[src/hw/rtl/scsf_pkg.sv]
// scsf_pkg: shared constants for the settings slot crc16 fixer
// slot offsets, crc polynomial and seed; no dependencies
`default_nettype none

package scsf_pkg;

    localparam int unsigned BYTE_W = 8;
    localparam int unsigned CRC_W  = 16;

    typedef logic [BYTE_W-1:0] byte_t;
    typedef logic [CRC_W-1:0]  crc_t;

    // reflected crc-16, no final xor
    localparam crc_t CRC_POLY = 16'hA001;
    localparam crc_t CRC_SEED = 16'hFFFF;

    // slot layout offsets
    localparam byte_t REGION1_END   = 8'h70;
    localparam byte_t CRC1_LO       = 8'h72;
    localparam byte_t CRC1_HI       = 8'h73;
    localparam byte_t REGION2_START = 8'h74;
    localparam byte_t CRC2_LO       = 8'hFE;
    localparam byte_t CRC2_HI       = 8'hFF;

endpackage

`default_nettype wire

[src/hw/rtl/scsf_crc_step.sv]
// scsf_crc_step: one-byte update of the reflected crc-16
// eight unrolled shift-xor steps; uses scsf_pkg
`default_nettype none

module scsf_crc_step (
    input  wire scsf_pkg::crc_t  crc_in,
    input  wire scsf_pkg::byte_t data_in,
    output scsf_pkg::crc_t       crc_out
);
    import scsf_pkg::*;

    // bitwise lsb-first division by the reflected polynomial
    always_comb begin
        crc_t c;
        c = crc_in ^ {8'h00, data_in};
        for (int k = 0; k < BYTE_W; k++) begin
            if (c[0]) begin
                c = (c >> 1) ^ CRC_POLY;
            end else begin
                c = c >> 1;
            end
        end
        crc_out = c;
    end

endmodule

`default_nettype wire

[src/hw/rtl/settings_slot_crc16_fixer_top.sv]
// settings_slot_crc16_fixer_top: byte stream crc fixer for 256-byte settings slots
// uses scsf_pkg and scsf_crc_step
`default_nettype none

// Usage
//   s_ channel: one slot byte per transaction, in address order; slots follow
//   each other back to back, the offset counter wraps after offset 0xFF.
//   m_ channel: one transaction per input byte: the byte itself, or the crc
//   byte at offsets 0x72/0x73 (crc of 0x00-0x6F, low byte first) and 0xFE/0xFF
//   (crc of 0x74-0xFD). m_slot_end marks offset 0xFF.
//   Pipeline: an accepted byte passes through the input register, then the
//   result register fed by the one-byte crc update.
//   Throughput: one byte per cycle while m_ready stays high; the crc update
//   is a single eight-step shift-xor between the input register and the
//   result register.
//   Stall: while m_ready is low the result holds; one more byte waits in the
//   input register, after which s_ready drops.
//   Reset (aresetn low, synchronous): both stages empty, offset returns to 0
//   and the crc to 0xFFFF.

module settings_slot_crc16_fixer_top (
    input  wire                   aclk,
    input  wire                   aresetn,
    input  wire                   s_valid,
    output logic                  s_ready,
    input  wire scsf_pkg::byte_t  s_slot_byte,
    output logic                  m_valid,
    input  wire                   m_ready,
    output scsf_pkg::byte_t       m_fixed_byte,
    output logic                  m_slot_end
);
    import scsf_pkg::*;

    logic  in_valid_reg;
    byte_t in_byte_reg;
    byte_t pos_reg, pos_next;
    crc_t  crc_reg, crc_next;
    logic  out_valid_reg;
    byte_t out_byte_reg, out_byte_next;
    logic  out_end_reg, out_end_next;
    crc_t  crc_upd;
    logic  advance;

    // move from input register to result register
    assign advance = in_valid_reg && (!out_valid_reg || m_ready);
    assign s_ready = !in_valid_reg || advance;

    scsf_crc_step u_crc_step (
        .crc_in  (crc_reg),
        .data_in (in_byte_reg),
        .crc_out (crc_upd)
    );

    // offset decode, crc bookkeeping and byte replacement
    always_comb begin
        pos_next      = pos_reg + 8'd1;
        crc_next      = crc_reg;
        out_byte_next = in_byte_reg;
        out_end_next  = 1'b0;
        if (pos_reg < REGION1_END) begin
            crc_next = crc_upd;
        end else if (pos_reg == CRC1_LO || pos_reg == CRC2_LO) begin
            out_byte_next = crc_reg[7:0];
        end else if (pos_reg == CRC1_HI || pos_reg == CRC2_HI) begin
            out_byte_next = crc_reg[15:8];
            crc_next      = CRC_SEED;
            out_end_next  = (pos_reg == CRC2_HI);
        end else if (pos_reg >= REGION2_START) begin
            crc_next = crc_upd;
        end
    end

    // input register
    always_ff @(posedge aclk) begin
        if (!aresetn) begin
            in_valid_reg <= 1'b0;
        end else if (s_ready) begin
            in_valid_reg <= s_valid;
        end
        if (s_ready && s_valid) begin
            in_byte_reg <= s_slot_byte;
        end
    end

    // slot state
    always_ff @(posedge aclk) begin
        if (!aresetn) begin
            pos_reg <= '0;
            crc_reg <= CRC_SEED;
        end else if (advance) begin
            pos_reg <= pos_next;
            crc_reg <= crc_next;
        end
    end

    // result register
    always_ff @(posedge aclk) begin
        if (!aresetn) begin
            out_valid_reg <= 1'b0;
        end else if (advance) begin
            out_valid_reg <= 1'b1;
        end else if (m_ready) begin
            out_valid_reg <= 1'b0;
        end
        if (advance) begin
            out_byte_reg <= out_byte_next;
            out_end_reg  <= out_end_next;
        end
    end

    assign m_valid      = out_valid_reg;
    assign m_fixed_byte = out_byte_reg;
    assign m_slot_end   = out_end_reg;

endmodule

`default_nettype wire

[config.mk]
export PLATFORM = sky130hd
export DESIGN_NAME = settings_slot_crc16_fixer_top
export DESIGN_NICKNAME = d
export VERILOG_FILES = /design/src/hw/rtl/scsf_pkg.sv /design/src/hw/rtl/scsf_crc_step.sv /design/src/hw/rtl/settings_slot_crc16_fixer_top.sv
export SDC_FILE = /design/constraint.sdc
export NUM_CORES = 1
export LEC_CHECK = 0
export ABC_CLOCK_PERIOD_IN_PS = 2600
export BUFFER_PORTS_ARGS = -buffer_cell sky130_fd_sc_hd__buf_2
export CORE_MARGIN = 4
export CORE_UTILIZATION = 57
export CTS_CLUSTER_SIZE = 20
export DETAILED_ROUTE_END_ITERATION = 10
export PLACE_DENSITY_LB_ADDON = 0.3
export SLEW_MARGIN = 25
export SYNTH_ARGS = -nofsm -noshare
export SYNTH_HDL_FRONTEND = slang
export SYNTH_SLANG_ARGS = --single-unit
[constraint.sdc]
create_clock -name aclk -period 2.6 [get_ports aclk]
set_input_delay 0.13 -clock aclk [delete_from_list [all_inputs] [get_ports aclk]]
set_output_delay 0.13 -clock aclk [all_outputs]
set_load 0.01 [all_outputs]
# ---- Word level (Yosys, flattened, before mapping)
# Cells that the tools add are included.
dict set report word_totals {
  ff_bits 43
  input_bits 12
  output_inout_bits 11
  elab_cells 54
}
dict set report op_classes {
  addsub 1
  magnitude_cmp 2
  eq_ne 5
  n_mux 17
  bitwise 10
  reduce_logical 12
}
# operator count
set op_table {}
lappend op_table {{$mux 16} 12}
lappend op_table {{$mux 8} 3}
lappend op_table {{$not 2->3} 8}
lappend op_table {{$eq 8x7->1 const B} 2}
lappend op_table {{$eq 8x8->1 const B} 2}
lappend op_table {{$xor 16x8->16} 1}
lappend op_table {{$add 8x1->8 const B} 1}
lappend op_table {{$ge 8x7->1 const B} 1}
lappend op_table {{$lt 8x7->1 const B} 1}
lappend op_table {{$logic_or 1x1->1} 4}
lappend op_table {{$reduce_and 3->1} 1}
lappend op_table {{$reduce_bool 3->1} 1}
lappend op_table {{$reduce_or 3->1} 1}
lappend op_table {{$logic_and 1x1->1} 2}
lappend op_table {{$logic_not 1->1} 2}
lappend op_table {{$mux 1} 2}
lappend op_table {{$ne 2x2->1 const B} 1}
lappend op_table {{$reduce_bool 2->1} 1}
lappend op_table {{$not 1->1} 1}

# ---- Logic depth before layout (Yosys ltp)
# Gate-level depths: netlist of run 1.
dict set report logic_depth {
  word_depth 21
  ltp_mapped 7
  depth_no_buf 6
}

# ---- Modules after synthesis
# Synthesis of run 1 repeated with hierarchy kept, for this count alone.
dict set report hier_totals {
  cells_unflattened 171
  hier_area_um2 2060.7
}
# module n_inst cells_per_inst area_each_um2 seq_area_each_um2
set by_module_without_submodules {}
lappend by_module_without_submodules {settings_slot_crc16_fixer_top 1 142 1776.7 1031.0}
lappend by_module_without_submodules {scsf_crc_step 1 29 284.0 0.0}

# ---- Least setup slack after synthesis of run 1
# No wires, ideal clock.
dict set report synth_timing {
  path_type {register -> register}
  startpoint {register out_valid_reg, in the netlist m_valid}
  endpoint {register crc_reg[0]}
  setup_ns 0.134
  arrival_time_ns 1.715
  t_required_ns 2.466
  slack_ns 0.751
  path_stages_with_launch 8
  n_path_buf 1
  synth_period_minus_slack_ns 1.849
  path_cell_list {dfxtp_1 -> nor2b_1 -> nand2b_1 -> clkinv_1 -> o21a_1 -> buf_4 -> nor3b_1 -> a211oi_1}
}
dict set report synth_via {
  elab_chain_cells 4
}
# element line
set synth_rtl {}
lappend synth_rtl {{from (decl)} settings_slot_crc16_fixer_top.sv:38} ;# logic out_valid_reg;
lappend synth_rtl {{from (signal assigned)} settings_slot_crc16_fixer_top.sv:99} ;# out_valid_reg <= 1'b0;
lappend synth_rtl {{from (signal assigned)} settings_slot_crc16_fixer_top.sv:101} ;# out_valid_reg <= 1'b1;
lappend synth_rtl {{from (signal assigned)} settings_slot_crc16_fixer_top.sv:103} ;# out_valid_reg <= 1'b0;
lappend synth_rtl {{$logic_not 1->1} settings_slot_crc16_fixer_top.sv:45} ;# assign advance = in_valid_reg && (!out_valid_reg || m_ready);
lappend synth_rtl {{$logic_or 1x1->1} settings_slot_crc16_fixer_top.sv:45}
lappend synth_rtl {{$logic_and 1x1->1} settings_slot_crc16_fixer_top.sv:45}
lappend synth_rtl {{net advance} settings_slot_crc16_fixer_top.sv:42} ;# logic advance;
lappend synth_rtl {{$reduce_and 3->1 (no line)} --}
lappend synth_rtl {{to (signal assigned)} settings_slot_crc16_fixer_top.sv:92} ;# crc_reg <= crc_next;
lappend synth_rtl {{to (decl)} settings_slot_crc16_fixer_top.sv:37} ;# crc_t crc_reg, crc_next;
# The timed path passes the listed nets, and every way through them passes these cells.
# A chain may end at the register's enable or synchronous reset.

# ---- Worst setup path after layout of run 1
dict set report layout_timing {
  startpoint {register pos_reg[0]}
  endpoint {register crc_reg[10]}
}
dict set report layout_via {
  elab_chain_cells 5
  elab_cells_between_ends 14
  classes_between {order compare: 2; eq/ne: 5; mux: 3; reduce/logical: 4}
}
# element line
set layout_rtl {}
lappend layout_rtl {{from (decl)} settings_slot_crc16_fixer_top.sv:36} ;# byte_t pos_reg, pos_next;
lappend layout_rtl {{from (signal assigned)} settings_slot_crc16_fixer_top.sv:91} ;# pos_reg <= pos_next;
lappend layout_rtl {{branches (longest 5 deep; another with $lt 8x7->1)} --}
# Several ways; the timed one is not identified. The select of a mux whose other input is x is not followed.

==> metrics.txt, run 1 <==
status=finished, final reports clean; Total GRT Usage=about a fifth; worst hold-check path type=in -> reg; CP Capture Type=flip-flop; Max VDD drop=approximately 0.48 mV; Highest Clock Rate=0.4797 GHz; flip-flop and latch area=slightly above 1000 um2; H-tree level count=2; DR vias/cell=about 5.3; synthesized flop and latch total=43; final hold violation count=0; nets=249; largest net degree at the start of global routing=29; Setup Skew=roughly 0.0034 ns; antenna fix cells=0; Max stage delay on crit path=roughly 0.58 ns; clk buf depth=2; top-level I/O count=23; Worst Path Arrival=2.33 ns; DIE AREA=about 4600 um2; Avg Synthesized Cell Area=9.966 um2; Post-Layout Cell Count=approximately 280; most frequent cells in the layout=26 x dfxtp_1, 22 x buf_2, 19 x nand2_1, 18 x o21ai_0; Worst-path clk slew=about 0.12 ns; total negative slack=0 ns; RSZ-0062 raised after global routing=no; Max Cap Viol=0; max FFs per register=16; vias in the first global route=1405; initial antenna violation count=0; count of different cell masters after synthesis=39; Hold Slack=0.02211 ns; Syn-to-layout area delta=13.54%; Lkg Pwr=about 0.00085 uW; ANT nets after route=0; clk sinks=43; FP Rows=21; Num CTS Buffers=5; layout cells sized above 1=between 10% and 20%; post-detail-place hpwl=2.531 mm; filler instances=~260; grt total ovfl=0; CP cell instances=inv_1, ha_1, a21oi_2, o21a_1, and3_1, o21ai_1; overall power=roughly 1300 uW; PwrDens=578.5 nW/um2; Rel. slew slack=around 56%; final WL=roughly 3.8 mm; Skew-Pair Late Insertion Delay=approximately 0.36 ns; most common cell after layout, fill and taps aside=dfxtp_1; kind of start point of the critical path=flip-flop; top_reg_cell synth=dfxtp_1; worst setup path class=reg -> reg; ys async rst share=0%; final setup violation count=0; period utilization=roughly four fifths; WL per Instance=roughly 14 um; core area=3390 um2; GRT Max-Usage Layer=met2; Die H=just under 70 um; sequential-to-total area share from yosys stat=between 50 and 60%; post-CTS sizing=0; Post-synth EDFFs=17; CTS root buf=clkbuf_4; Final Util=approximately two thirds; Ys Warns=0; global placer's final weighted congestion=approximately 0.83; first-pass GRT wire length=6.506 mm; post-synthesis cell count=around 200; Via Count=1500; Initial DRT Pass Iterations=4; crit path max fanout=20; Data required, critical path=around 2.8 ns; met3 GRT Util=3.993%; initial DRC count=103; Slew @ Worst Pin=approximately 0.66 ns; Initial Util=between 50% and 60%; met1 Use GR=26.81%; area of the multi-input gates=roughly 940 um2; TritonCTS clock tree=done; dpl cells=265; highest-delay cell along the critical path=o21a_1; fin crit period=between 2 and 2.5 ns; drt drc=0; met2 Use GR=between 20% and 30%; Post-Syn Nets=218; Slew Viols, Final=0; mapped cell area=roughly 2000 um2; Die Span X=67.58 um; Buffers on Ports=22
-- logic make-up after synthesis --
| logic type | synth area share [%] |
|---|---|
| AOI/OAI and AO/OA | 12.80 |
| buffers and inverters | 2.659 |
| adders and majority gates | 1.855 |
| DFF | 50.96 |
| and+or+nand+nor | 19.05 |
| xor gates and xnor gates | 12.68 |
-- cell type report --
cell class	instances	area share [%]
clock inverter	2	0.5447
clock buffer	6	1.797
timing repair buffer	32	8.932
sequential	43	44.88
multi-input combinational	149	40.85
inverter	3	0.4902
tap	46	2.505
-- cell usage after synthesis (2+ instances only) --
cell | instances | share of area [%]
nand3_1 | 4 | 0.99
a21oi_2 | 2 | 0.87
a21boi_0 | 2 | 0.74
xnor2_1 | 16 | 6.9
nor2b_1 | 3 | 0.93
nor2_1 | 17 | 3.2
o21ai_1 | 7 | 1.7
a21oi_1 | 2 | 0.49
and2_1 | 7 | 2.2
ha_1 | 3 | 1.9
and3_1 | 5 | 1.5
nand2_1 | 19 | 3.5
nor3_1 | 12 | 3.0
o21a_1 | 2 | 0.74
clkbuf_1 | 4 | 0.74
or3_1 | 2 | 0.62
o21ai_0 | 18 | 4.5
inv_1 | 2 | 0.37
xor2_2 | 2 | 1.6
edfxtp_1 | 17 | 25
xor2_1 | 7 | 3.0
dfxtp_1 | 26 | 26
a22oi_1 | 8 | 3.0
-- layer usage --
layer / up-vias / share of wire (%)
li1: 762 / -
met1: 684 / 49
met2: 46 / 43
met3: 8 / 6.6
met4: 0 / 1.4
met5: - / 0
-- worst paths after layout --
path	from	to	slack, ns	cells after the start
setup / recovery	pos_reg[0]	crc_reg[10]	0.52	6
setup reg to reg	pos_reg[0]	crc_reg[10]	0.52	6
hold / removal	s_valid	in_valid_reg	0.02	3
hold reg to reg	pos_reg[1]	pos_reg[1]	0.53	2
-- what timing repair did --
item	in CTS	in global routing
hold endpoints to repair	8	0
setup buffers	0	0
hold buffers	8	0
endpoints found under the setup margin	0	0
-- through the flow --
| stage | setup WS (ns) | instance area [um2] |
|---|---|---|
| after CTS | 0.5244 | 2297 |
| final | 0.5152 | 2297 |
| after global placement | 0.5845 | 2163 |
| after detailed placement | 0.5673 | 2163 |
| after global routing | 0.3998 | 2297 |
| after floorplan | 0.7513 | 2023 |
-- power breakdown --
part           total, uW  switching, uW  internal, uW
combinational        235            124           111
sequential           776           32.8           743
clock                317            213           104
total               1330            370           959
-- worst max-delay path: cells and delay by family, from the launching register on --
family          cells  cell delay (ns)
simple gates        1             0.26
compound gates      3             0.87
fa+ha+maj           1             0.37
flops               1             0.37
buf+inv             1             0.10
No activity file was read; power rests on OpenSTA's default activity.
==> inputs of run 2 (changes only) <==
--- a/config.mk
+++ b/config.mk
@@ -5,7 +5,7 @@
 export SDC_FILE = /design/constraint.sdc
 export NUM_CORES = 1
 export LEC_CHECK = 0
-export ABC_CLOCK_PERIOD_IN_PS = 2600
+export ABC_CLOCK_PERIOD_IN_PS = 2100
 export BUFFER_PORTS_ARGS = -buffer_cell sky130_fd_sc_hd__buf_2
 export CORE_MARGIN = 4
 export CORE_UTILIZATION = 57
==> constraint.sdc (replaced) <==
create_clock -name aclk -period 2.1 [get_ports aclk]
set_input_delay 0.105 -clock aclk [delete_from_list [all_inputs] [get_ports aclk]]
set_output_delay 0.105 -clock aclk [all_outputs]
set_load 0.01 [all_outputs]
==> run 2 against run 1 <==
  * Combinational power is 35% higher
  * Global-route usage is 1.4 points higher
  * Critical endpoint is now crc_reg[0]
  * Non-clock buffer count is 7 higher
  * Setup slack worse by 0.35 ns
  * Wire length is 5.5% higher
  * Sequential power is 24% higher
  * Total power is 45% higher
  * Sequential share of layout area is 2.6 points lower
  * First-iteration DRC count is 25% higher
  * Hold slack better by 0.048 ns
==> metrics.txt, run 2 (synthesized netlist as in run 1, its figures left out) <==
CTS root buf=clkbuf_4; clk sinks=43 (unchanged); TritonCTS clock tree=done; PwrDens=790.9 nW/um2 (+37%); WL per Instance=14.03 um (+2.9%); Highest Clock Rate=0.5170 GHz (+7.8%); Die Span X=67.58 um (unchanged); Slew Viols, Final=0 (unchanged); dpl ws=0.07307 ns (-0.4942 ns); final worst slack=0.1659 ns (-0.3492 ns); DIE AREA=4566 um2 (unchanged); period utilization=92.10% (+12 points); status=finished, final reports clean; most common cell after layout, fill and taps aside=dfxtp_1; area of the multi-input gates=970.9 um2 (+3.5%); FP Rows=21 (unchanged); fin crit period=1.934 ns (-0.1508 ns); Total GRT Usage=20.65% (+1.4 points); top-level I/O count=23 (unchanged); global placer's final weighted congestion=0.8353 (+0.66%); Max Cap Viol=0 (unchanged); met3 GRT Util=5.158% (+1.2 points); highest-delay cell along the critical path=xnor3_2; kind of start point of the critical path=flip-flop; max FFs per register=16 (unchanged); RSZ-0062 raised after global routing=no; H-tree level count=2 (unchanged); ANT nets after route=0 (unchanged); final WL=4.041 mm (+5.5%); total negative slack=0 ns (unchanged); worst setup path class=reg -> reg; dpl cell area=2208 um2 (+2.1%); Initial Util=59.69% (unchanged); Max stage delay on crit path=0.50 ns (-0.08 ns); Worst-path clk slew=0.13 ns (about the same); Syn-to-layout area delta=20.41%; Hold Slack=0.07054 ns (+0.04843 ns); CP Capture Type=flip-flop; first-pass GRT wire length=6.913 mm (+6.3%); Die H=67.58 um (unchanged); drt drc=0 (unchanged); post-detail-place hpwl=2.659 mm (+5.0%); initial DRC count=129 (+25%); CP cell instances=xnor2_2, xnor2_1, xnor3_2, xor2_2, nor4_2, a211oi_1; final setup violation count=0 (unchanged); Rel. slew slack=69.75% (+14 points); dpl cells=271 (+2.3%); antenna fix cells=0 (unchanged); clk buf depth=2 (unchanged); nets=256 (+2.8%); Initial DRT Pass Iterations=6 (+2); Setup Skew=0.008184 ns (+0.004746 ns); flip-flop and latch area=1031 um2 (unchanged); met2 Use GR=30.26% (+1.5 points); met1 Use GR=28.65% (+1.8 points); initial antenna violation count=0 (unchanged); DR vias/cell=5.535 (+3.7%); most frequent cells in the layout=26 x dfxtp_1, 22 x buf_2, 19 x nand2_1, 18 x o21ai_0; Num CTS Buffers=5 (unchanged); core area=3390 um2 (unchanged); Worst Path Arrival=2.19 ns (-0.14 ns); Post-Layout Cell Count=288 (+2.5%); vias in the first global route=1423 (+1.3%); Via Count=1594 (+6.3%); largest net degree at the start of global routing=29 (unchanged); GRT Max-Usage Layer=met2; Buffers on Ports=22 (unchanged); final instance area=2436 um2 (+6.0%); Slew @ Worst Pin=0.4496 ns (-0.2106 ns); filler instances=247 (-4.3%); Skew-Pair Late Insertion Delay=0.36 ns (about the same); crit path max fanout=3 (-85%); Data required, critical path=2.36 ns (-0.48 ns); grt total ovfl=0 (unchanged); Lkg Pwr=0.0009299 uW (+9.1%); final hold violation count=0 (unchanged); worst hold-check path type=in -> reg; layout cells sized above 1=21.49% (+4.9 points); Max VDD drop=0.7409 mV (+55%)
[run 2: area by class of cell]
| cell class | instances | area share, % |
|---|---|---|
| Sequential cell | 43 | 42.32 |
| Multi-Input combinational cell | 149 | 39.86 |
| Clock buffer | 5 | 1.541 |
| Tap cell | 46 | 2.363 |
| Clock inverter | 3 | 2.773 |
| Timing Repair Buffer | 39 | 10.68 |
| Inverter | 3 | 0.4622 |
[run 2: metrics by stage]
| stage | util, % | power, uW |
|---|---|---|
| floorplan | - | 1195 |
| global placement | 65.15 | 1256 |
| detailed placement | 65.15 | 1263 |
| CTS | 70.91 | 1908 |
| global route | 71.87 | 2010 |
| finish | 71.87 | 1927 |
[run 2: path summary, 6_finish.rpt]
check                                     from          to  slack [ns]  cells past startpoint
worst max-delay path            in_byte_reg[4]  crc_reg[0]        0.17                      6
worst min-delay path                   m_ready     m_valid        0.07                      3
worst max register to register  in_byte_reg[4]  crc_reg[0]        0.17                      6
worst min register to register      pos_reg[1]  pos_reg[1]        0.53                      2
[run 2: worst max-delay path: cells and delay by family, from the launching register on]
kind | cells | cell delay, ns
compound gates | 1 | 0.08
xor+xnor | 4 | 1.09
flops | 1 | 0.45
simple gates | 1 | 0.22
[run 2: routing by layer]
layer	vias to the layer above	share of wire, %
li1	780	-
met1	765	46
met2	42	47
met3	7	6.4
met4	0	1.3
met5	-	0
[run 2: power breakdown]
part | switching [uW] | leakage [uW] | total (uW) | internal [uW]
registers | 41.4 | 0.000374 | 962 | 920
clock network | 277 | 0.0000514 | 647 | 370
logic | 163 | 0.000505 | 318 | 155
total | 482 | 0.000930 | 1930 | 1450
[run 2: what timing repair did]
item / CTS / global route
hold buffers: 9 / 0
resized for setup: 0 / 6
endpoints found under the hold margin: 9 / 0
endpoints found under the setup margin: 0 / 4
setup buffers: 0 / 0
==> inputs of run 3 (changes only) <==
--- a/config.mk
+++ b/config.mk
@@ -6,11 +6,11 @@
 export NUM_CORES = 1
 export LEC_CHECK = 0
 export ABC_CLOCK_PERIOD_IN_PS = 2100
-export BUFFER_PORTS_ARGS = -buffer_cell sky130_fd_sc_hd__buf_2
 export CORE_MARGIN = 4
-export CORE_UTILIZATION = 57
-export CTS_CLUSTER_SIZE = 20
+export CORE_UTILIZATION = 62
+export CTS_CLUSTER_SIZE = 8
 export DETAILED_ROUTE_END_ITERATION = 10
+export DONT_BUFFER_PORTS = 1
 export PLACE_DENSITY_LB_ADDON = 0.3
 export SLEW_MARGIN = 25
 export SYNTH_ARGS = -nofsm -noshare
==> run 3 against run 2 <==
  * First-iteration DRC count grew 4.7%
  * Count of clock-buffer cells in the layout increased by 1
  * Total power is 12% lower
  * Die area shrank 7.1%
  * Core utilization increased by 2.1 points
  * Design area shrank 6.6%
  * Wire length increased by 8.1%
  * Combinational power fell by 5%
  * Setup slack lost 0.075 ns
  * Cell count down 8.7%
  * Non-clock buffer count down 23
  * Critical path type unchanged
  * Largest cell class unchanged
  * Largest power group unchanged
==> metrics.txt, run 3 (synthesized netlist as in run 1, its figures left out) <==
status=finished, final reports clean; kind of start point of the critical path=flip-flop; initial DRC count=135 (+4.7%); dpl cell area=2081 um2 (-5.8%); ANT nets after route=0 (unchanged); Hold Slack=0.01087 ns (-0.05967 ns); DIE AREA=4241 um2 (-7.1%); Skew-Pair Late Insertion Delay=0.36 ns (about the same); CTS root buf=clkbuf_4; final hold violation count=0 (unchanged); Reg-to-Reg End=crc_reg[0]; Max stage delay on crit path=0.50 ns (about the same); max FFs per register=16 (unchanged); Num CTS Buffers=5 (unchanged); Initial DRT Pass Iterations=4 (-2); overall power=1700 uW (-12%); postcts setup bufs=0 (unchanged); Initial Util=65.73% (+6.0 points); Slew Viols, Final=0 (unchanged); nets=233 (-9.0%); crit path max fanout=3 (unchanged); Die Span X=65.13 um (-3.6%); CP Capture Type=flip-flop; Die H=65.13 um (-3.6%); layout cells sized above 1=12.33% (-9.2 points); filler instances=222 (-10%); Syn-to-layout area delta=12.49%; Slew @ Worst Pin=0.7816 ns (+0.3320 ns); DRT met1 WL=1.904 mm (+3.2%); highest-delay cell along the critical path=xnor3_2; Critical R2R Launch=in_byte_reg[5]; worst hold-check path type=in -> reg; WL met3=352 um (+37%); Setup Skew=0.01110 ns (+0.002918 ns); most frequent cells in the layout=26 x dfxtp_1, 19 x nand2_1, 18 x o21ai_0, 17 x nor2_1, 17 x edfxtp_1; core area=3078 um2 (-9.2%); drt drc=0 (unchanged); global placer's final weighted congestion=0.8483 (+1.6%); top-level I/O count=23 (unchanged); WL per Instance=16.60 um (+18%); worst setup path class=reg -> reg; Rel. slew slack=47.72% (-22 points); Worst-path clk slew=0.12 ns (about the same); metal2 WL=2.044 mm (+8.4%); final instance area=2276 um2 (-6.6%); FP Rows=20 (-4.8%); DR top layer=met4; clk buf depth=2 (unchanged); antenna fix cells=0 (unchanged); Total GRT Usage=22.28% (+1.6 points); Lkg Pwr=0.0008192 uW (-12%); grt total ovfl=0 (unchanged); Hold Path Depth=2 (-1); Reg2Reg Setup Slack=0.09 ns (-0.08 ns); Buffers on Ports=0 (-100%); post-detail-place hpwl=2.777 mm (+4.4%); Hold Crit Start=aresetn; PwrDens=747.0 nW/um2 (-5.6%); final WL=4.367 mm (+8.1%); initial antenna violation count=0 (unchanged); TritonCTS clock tree=done; vias in the first global route=1478 (+3.9%); period utilization=95.68% (+3.6 points); DR vias/cell=5.863 (+5.9%); most common cell after layout, fill and taps aside=dfxtp_1; Max Cap Viol=0 (unchanged); CP startpoint=in_byte_reg[5]; worst reg-to-reg path cell count=6 (unchanged); final setup violation count=0 (unchanged); Highest Clock Rate=0.4977 GHz (-3.7%); Data required, critical path=2.34 ns (-0.02 ns); clk sinks=43 (unchanged); largest net degree at the start of global routing=26 (-10%); H-tree level count=2 (unchanged); Max VDD drop=0.6177 mV (-17%); Via Count=1542 (-3.3%); first-pass GRT wire length=7.155 mm (+3.5%); Hold Path End=crc_reg[0]; Worst Path Arrival=2.25 ns (+0.06 ns); fin crit period=2.009 ns (+0.07524 ns); CP cell instances=xnor2_2, xnor2_1, xnor3_2, xor2_2, nor4_2, a211oi_1
## run 3: critical path: cells and delay by family (launching register included)
family                    cells  cell delay [ns]
and+or+nand+nor               1             0.26
AOI/OAI and AO/OA             1             0.07
DFF                           1             0.46
xor gates and xnor gates      4             1.11
## run 3: how the worst max path moves through the flow
stage,to
2_1_floorplan,crc_reg[0]
3_3_place_gp,crc_reg[0]
3_5_place_dp,crc_reg[0]
4_1_cts,crc_reg[0]
5_1_grt,crc_reg[0]
6_report,crc_reg[0]
## run 3: layout make-up
| class | count | area, um2 | area share, % |
|---|---|---|---|
| clock buffers | 6 | 51.30 | 2.254 |
| clock inverters | 2 | 11.26 | 0.4948 |
| inverters | 3 | 11.26 | 0.4948 |
| multi-input cells | 149 | 970.9 | 42.66 |
| flip-flops and latches | 43 | 1031 | 45.30 |
| well taps | 44 | 55.05 | 2.419 |
| repair buffers | 16 | 145.1 | 6.377 |
## run 3: stage by stage
stage	util [%]	setup WS [ns]	setup TNS (ns)	instances
CTS	72.89	0.03498	0	263
global placement	67.60	0.08174	0	245
finish	73.94	0.09070	0	263
floorplan	-	0.2513	0	203
detailed placement	67.60	0.06764	0	245
global route	73.94	-0.01591	-0.01591	263
## run 3: metal layers
| layer | global-route usage, % | up-vias |
|---|---|---|
| met1 | 30.20 | 722 |
| met3 | 5.641 | 8 |
| met4 | 6.736 | 0 |
| met5 | 0 | - |
| met2 | 35.38 | 79 |
| li1 | - | 733 |
## run 3: power breakdown
part / total (uW) / switching [uW] / internal, uW
clock: 429 / 270 / 159
sequential: 970 / 49.0 / 921
combinational: 301 / 159 / 142
total: 1700 / 478 / 1220
## run 3: repair_timing
action,in CTS,in global routing
endpoints found under the hold margin,33,0
setup endpoints to repair,0,12
hold buffers,10,0
resized for setup,0,6
